--- src/rtl/cpit_pkg.sv ---
package cpit_pkg;

   // Request kinds.
   localparam logic [1:0] KIND_GET    = 2'd0;
   localparam logic [1:0] KIND_PUT    = 2'd1;
   localparam logic [1:0] KIND_REMOVE = 2'd2;

   // Result status codes.
   localparam logic [2:0] STATUS_REUSED    = 3'd0;
   localparam logic [2:0] STATUS_NEW       = 3'd1;
   localparam logic [2:0] STATUS_FULL      = 3'd2;
   localparam logic [2:0] STATUS_RESTAMPED = 3'd3;
   localparam logic [2:0] STATUS_REMOVED   = 3'd4;
   localparam logic [2:0] STATUS_INVALID   = 3'd5;

   // Configuration register indexes.
   localparam logic [7:0] CSR_IDLE_LIMIT     = 8'd0;
   localparam logic [7:0] CSR_SWEEP_INTERVAL = 8'd1;

   localparam logic [15:0] IDLE_LIMIT_RESET     = 16'd300;
   localparam logic [15:0] SWEEP_INTERVAL_RESET = 16'd60;

   typedef struct packed {
      logic [1:0]  kind;
      logic [63:0] addr_key;
      logic [15:0] port;
      logic [7:0]  conn_type;
      logic [5:0]  slot_index;
      logic [31:0] now_seconds;
   } req_type;

   typedef struct packed {
      logic [2:0]  status;
      logic [5:0]  slot;
      logic [6:0]  occupied_count;
      logic [31:0] hit_count;
      logic [31:0] miss_count;
      logic [31:0] created_count;
   } rsp_type;

   typedef struct packed {
      logic        valid;
      logic [63:0] addr_key;
      logic [15:0] port;
      logic [7:0]  conn_type;
      logic [31:0] stamp;
   } entry_type;

   typedef struct packed {
      logic key_eq;
      logic stale;
      logic due;
   } cmp_type;

   typedef enum logic [2:0] {
      ST_IDLE,
      ST_PRIME,
      ST_SCAN,
      ST_DUE,
      ST_SLOT_RD,
      ST_SLOT_CHK,
      ST_RESP
   } state_type;

   typedef enum logic [1:0] {
      PH_MATCH1,
      PH_SWEEP,
      PH_MATCH2,
      PH_ALLOC
   } phase_type;

endpackage

--- src/rtl/cpit_cmp.sv ---
module cpit_cmp
   import cpit_pkg::*;
(
   input  entry_type   entry,
   input  req_type     req,
   input  logic [31:0] ref_time,
   input  logic [15:0] idle_limit,
   input  logic [15:0] sweep_interval,
   output cmp_type     result
);

   logic [31:0] elapsed;

   // One wrapping subtractor serves both the idle test and the sweep interval test.
   assign elapsed = req.now_seconds - ref_time;

   assign result.key_eq = (entry.addr_key == req.addr_key) && (entry.port == req.port) &&
                          (entry.conn_type == req.conn_type);
   assign result.stale  = elapsed > {16'd0, idle_limit};
   assign result.due    = !(elapsed < {16'd0, sweep_interval});

endmodule

--- config.mk ---
export PLATFORM = sky130hd
export DESIGN_NAME = cpit_cmp
export DESIGN_NICKNAME = d
export VERILOG_FILES = /design/src/rtl/cpit_pkg.sv /design/src/rtl/cpit_cmp.sv
export SDC_FILE = /design/constraint.sdc
export NUM_CORES = 1
export LEC_CHECK = 0
export BUFFER_PORTS_ARGS = -buffer_cell sky130_fd_sc_hd__buf_2
export CAP_MARGIN = 30
export CORE_AREA = 2 2 121 123
export DETAILED_ROUTE_END_ITERATION = 10
export DIE_AREA = 0 0 123 125
export SETUP_SLACK_MARGIN = 0.2
export SLEW_MARGIN = 20
export SYNTH_ARGS = -nofsm -noshare
export SYNTH_HDL_FRONTEND = slang
export SYNTH_SLANG_ARGS = --single-unit
--- constraint.sdc ---
create_clock -name vclk -period 5.24
set_input_delay 1.048 -clock vclk [all_inputs]
set_output_delay 1.048 -clock vclk [all_outputs]
set_load 0.02 [all_outputs]
# --- Yosys cells after proc, flatten, opt, wreduce, memory -nomap -nowiden ---
# Cells that the tools add are included.
totals:
  regBits: 0
  latchBits: 0
  ram_bits: 0
  romBits: 0
  in_bits: 313
  out_inout_bits: 3
  elab_cells: 9
  n_memories: 0
classes:
  addsub: 1
  n_mul: 0
  n_div: 0
  n_lt_le_gt_ge: 2
  eq_ne: 3
  shift: 0
  n_mux: 0
  n_bitwise: 0
  n_reduce_logical: 3
ops:
  columns: ["operator", "count"]
  rows:
  - ["equality test 64 bit", 1]
  - ["greater-than comparator 32 x 16 -> 1 bit", 1]
  - ["< comparator 32 x 16 -> 1 bit", 1]
  - ["subtractor 32 bit", 1]
  - ["equality test 16 bit", 1]
  - ["equality test 8 bit", 1]
  - ["logical AND 1 bit", 2]
  - ["logical NOT 1 bit", 1]

# --- Longest topological paths before layout ---
logic_depth:
  ltp_word: 3
  ltp_mapped: 19
  ltp_nobuf: 19

# --- Worst setup path before layout ---
# OpenSTA, ideal clock, no wires.
synth_timing:
  path_type: "input to output"
  start: "in ref_time[3]"
  end: "out result[1] (netlist name)"
  arrival_ns: 4.095
  required_time_ns: 4.192
  path_slack_ns: 0.097
  path_stages: 19
  path_cell_list: "inv_1 > ha_1 > a21o_1 > a21oi_4 > o221a_4 > and2b_1 > nor2_1 > o21ai_0 > a21oi_1 > xnor2_1 > ha_1 > a21o_1 > a21o_1 > a21oi_1 > o21ai_0 > a21o_1 > a21oi_1 > o31a_1 > o211ai_1"
synth_lines:
  columns: ["element", "line", "text"]
  rows:
  - ["from (decl)", "cpit_cmp.sv:6", "input logic [31:0] ref_time,"]
  - ["to (decl)", "cpit_cmp.sv:9", "output cmp_type result"]

==> results.yml <==
synthesis:
  synthDistinctLibCells: 55
  yosys.area_share.simple: 0.225
  syn-cell-area_sq_um: 3800
  synth_nets: 925
  yosys_warnings: 0
  synth-adder-area-share: 0.209
  synth-compound-area-share: 0.233
  postSynthCellCount: 549
  synth_top_family_by_area: "XOR/XNOR gates"
  synth_seq_area_share: 0
  synth_mux_area_frac: 0.00560
  syn-mean-instance-area_sq_um: 6.92
  synthXorXnorAreaFrac: 0.249
drt:
  first_pass_iters: 4
  wl_um: 14600
  vias: 4873
  via_per_inst: 4.70
  antenna_left: 0
  wire_per_inst_um: 14.1
  drc: 0
  drtIter0Drc: 155
global_routing:
  grt-ovfl-total: 0
  antenna_found_initial: 9
  grt_pass1_wl_um: 21900
  grt_max_degree: 12
  first_global_vias: 4682
  track_usage: 0.178
floorplanning:
  die_w_um: 123
  die_area_sq_um: 15400
  ios: 316
  initial_core_util: 0.268
  row_count: 44
  design.core.area_sq_um: 14200
  dieHeight_um: 125
placement:
  dp_hpwl_um: 13500
  pre_cts_ws_ns: -0.0979
  io_buffers: 275
  place_area_sq_um: 5590
  gp_congestion: 0.879
timing:
  fin_crit_sh: 0.990
  max_clock_freq_mhz: 193
  grt_setup_unrepaired: "yes"
  setup_ws_ns: 0.0531
  relSlewSlack: 0.527
  min_period_ns: 5.19
  setup_viol: 0
  hold_violations: 0
  tightest_slew_ns: 0.709
  slew_viol_final: 0
critical_path:
  critPathMaxFanout: 2
  crit_chain: "buf_6 -> inv_4 -> ha_4 -> a21o_1 -> a21oi_4 -> o221a_4 -> and2b_1 -> nor2_2 -> o21ai_1 -> a21oi_1 -> xnor2_1 -> ha_1 -> a21o_1 -> a21o_1 -> a21oi_2 -> o21ai_1 -> a21o_1 -> a21oi_2 -> o31a_1 -> o211ai_1 -> buf_4"
  crit_type: "in2out"
  critPathTopFamily: "compound AO/OA/AOI/OAI gates"
  crit_top_cell: "a21o_1"
  cp-end-kind: "primary output"
  critical_path.slowest_cell: "ha_1"
  arrival_ns: 4.14
  worstPathRequired_ns: 4.19
  slowest_delay_ns: 0.30
  crit_path_start_kind: "input pin"
  crit_buf_inv: 3
finish:
  fillers: 1574
  final_area_sq_um: 5780
  syn_to_final_growth_pct: 52.2
  n_clock_buffer: 0
  final_cell_mix: "271 x buf_2, 71 x inv_1, 67 x xor2_1"
  final_common_cell: "buf_2"
  drive_above_1_share: 0.407
  layout.nets: 1226
  n_sequential_cell: 0
  ff_latch_area_sq_um: 0
min_path:
  min_path_type: "in2out"
  min-delay-start: "entry[81]"
  hold_path_end: "result[2]"
  hold_depth: 7
status:
  outcome: "finished clean"
power:
  peakVddDrop_v: 0.0000409
  power_density_nw_per_um2: 110
  p_leak_nw: 3.07
flow_run:
  drv_cap: 0
## kinds of logic after synthesis
family	count (synthesis)
AND/OR/NAND/NOR	162
XOR/XNOR	108
adder cells (fa/ha/maj)	63
buffers and inverters	79
AO/OA/AOI/OAI	135
multiplexers	2
## synthesized netlist by cell type, types with 3 or more instances
cell,count,area (sq um)
xor2_1,68,596
nand2_1,33,124
nand4_1,30,188
o21ai_0,24,120
nor4_1,19,119
inv_1,73,274
a21oi_1,46,230
nor2_1,32,120
nand2b_1,6,37.5
a21o_1,15,113
a21oi_2,5,43.8
o21a_1,6,45.0
nand3_1,8,40.0
clkbuf_1,4,15.0
o211ai_1,4,30.0
a31oi_1,6,37.5
xnor2_1,40,350
a211oi_1,3,22.5
nor2b_1,6,37.5
or3_1,3,18.8
ha_1,62,776
o21ai_1,4,20.0
nor3_1,13,65.1
## tightest hold or removal path, stage by stage
cell,delay (ns)
buf_2,0.08
xnor2_1,0.06
nand4_1,0.06
nor4_1,0.06
nand4_1,0.07
nor3_1,0.05
buf_2,0.18
## report_power, final
group          switching [mW]  internal, mW
registers                   0             0
logic                   0.319         0.315
clock network               0   0.000000129
total                   0.319         0.315
## cell type report
| class | count | area (sq um) | share of cell area |
|---|---|---|---|
| antenna | 5 | 12.5 | 0.00216 |
| timing repair buffer | 305 | 1620 | 0.281 |
| multi-input combinational | 470 | 3640 | 0.630 |
| inverter | 73 | 277 | 0.0478 |
| tap | 184 | 230 | 0.0398 |
## stage by stage
| step | total power [mW] | utilization | setup TNS (ns) | hold WS (ns) | cells |
|---|---|---|---|---|---|
| after floorplan | 0.371 | - | 0 | 2.39 | 549 |
| after global placement | 0.596 | 0.394 | -0.0880 | 2.65 | 1028 |
| after detailed placement | 0.602 | 0.394 | -0.0979 | 2.66 | 1028 |
| after CTS | 0.621 | 0.399 | 0 | 2.66 | 1030 |
| after global routing | 0.714 | 0.406 | -0.134 | 2.70 | 1033 |
| final | 0.634 | 0.407 | 0 | 2.65 | 1037 |
## worst max path at each step
stage / startpoint / end / slack, ns / cells past startpoint
6_report: ref_time[3] / result[1] / 0.05 / 21
4_1_cts: ref_time[3] / result[1] / 0.05 / 21
5_1_grt: ref_time[3] / result[1] / -0.13 / 21
2_1_floorplan: ref_time[3] / result[1] / 0.21 / 19
3_5_place_dp: ref_time[3] / result[1] / -0.1 / 21
3_3_place_gp: ref_time[3] / result[1] / -0.09 / 21
## per-layer routing
layer | GRT usage | vias up | wire length [um]
met5 | 0 | - | 50
met3 | 0.0493 | 16 | 1450
li1 | - | 2561 | -
met2 | 0.312 | 185 | 6790
met1 | 0.223 | 2101 | 6210
met4 | 0.0201 | 10 | 81
## repair_timing
action | in CTS | in global routing
endpoints found under the setup margin | 2 | 2
setup buffers | 2 | 2
pin swaps | 20 | 12
hold buffers | 0 | 0
gates resized for setup | 16 | 20
Note: power is estimated with default switching activity, not from simulation.
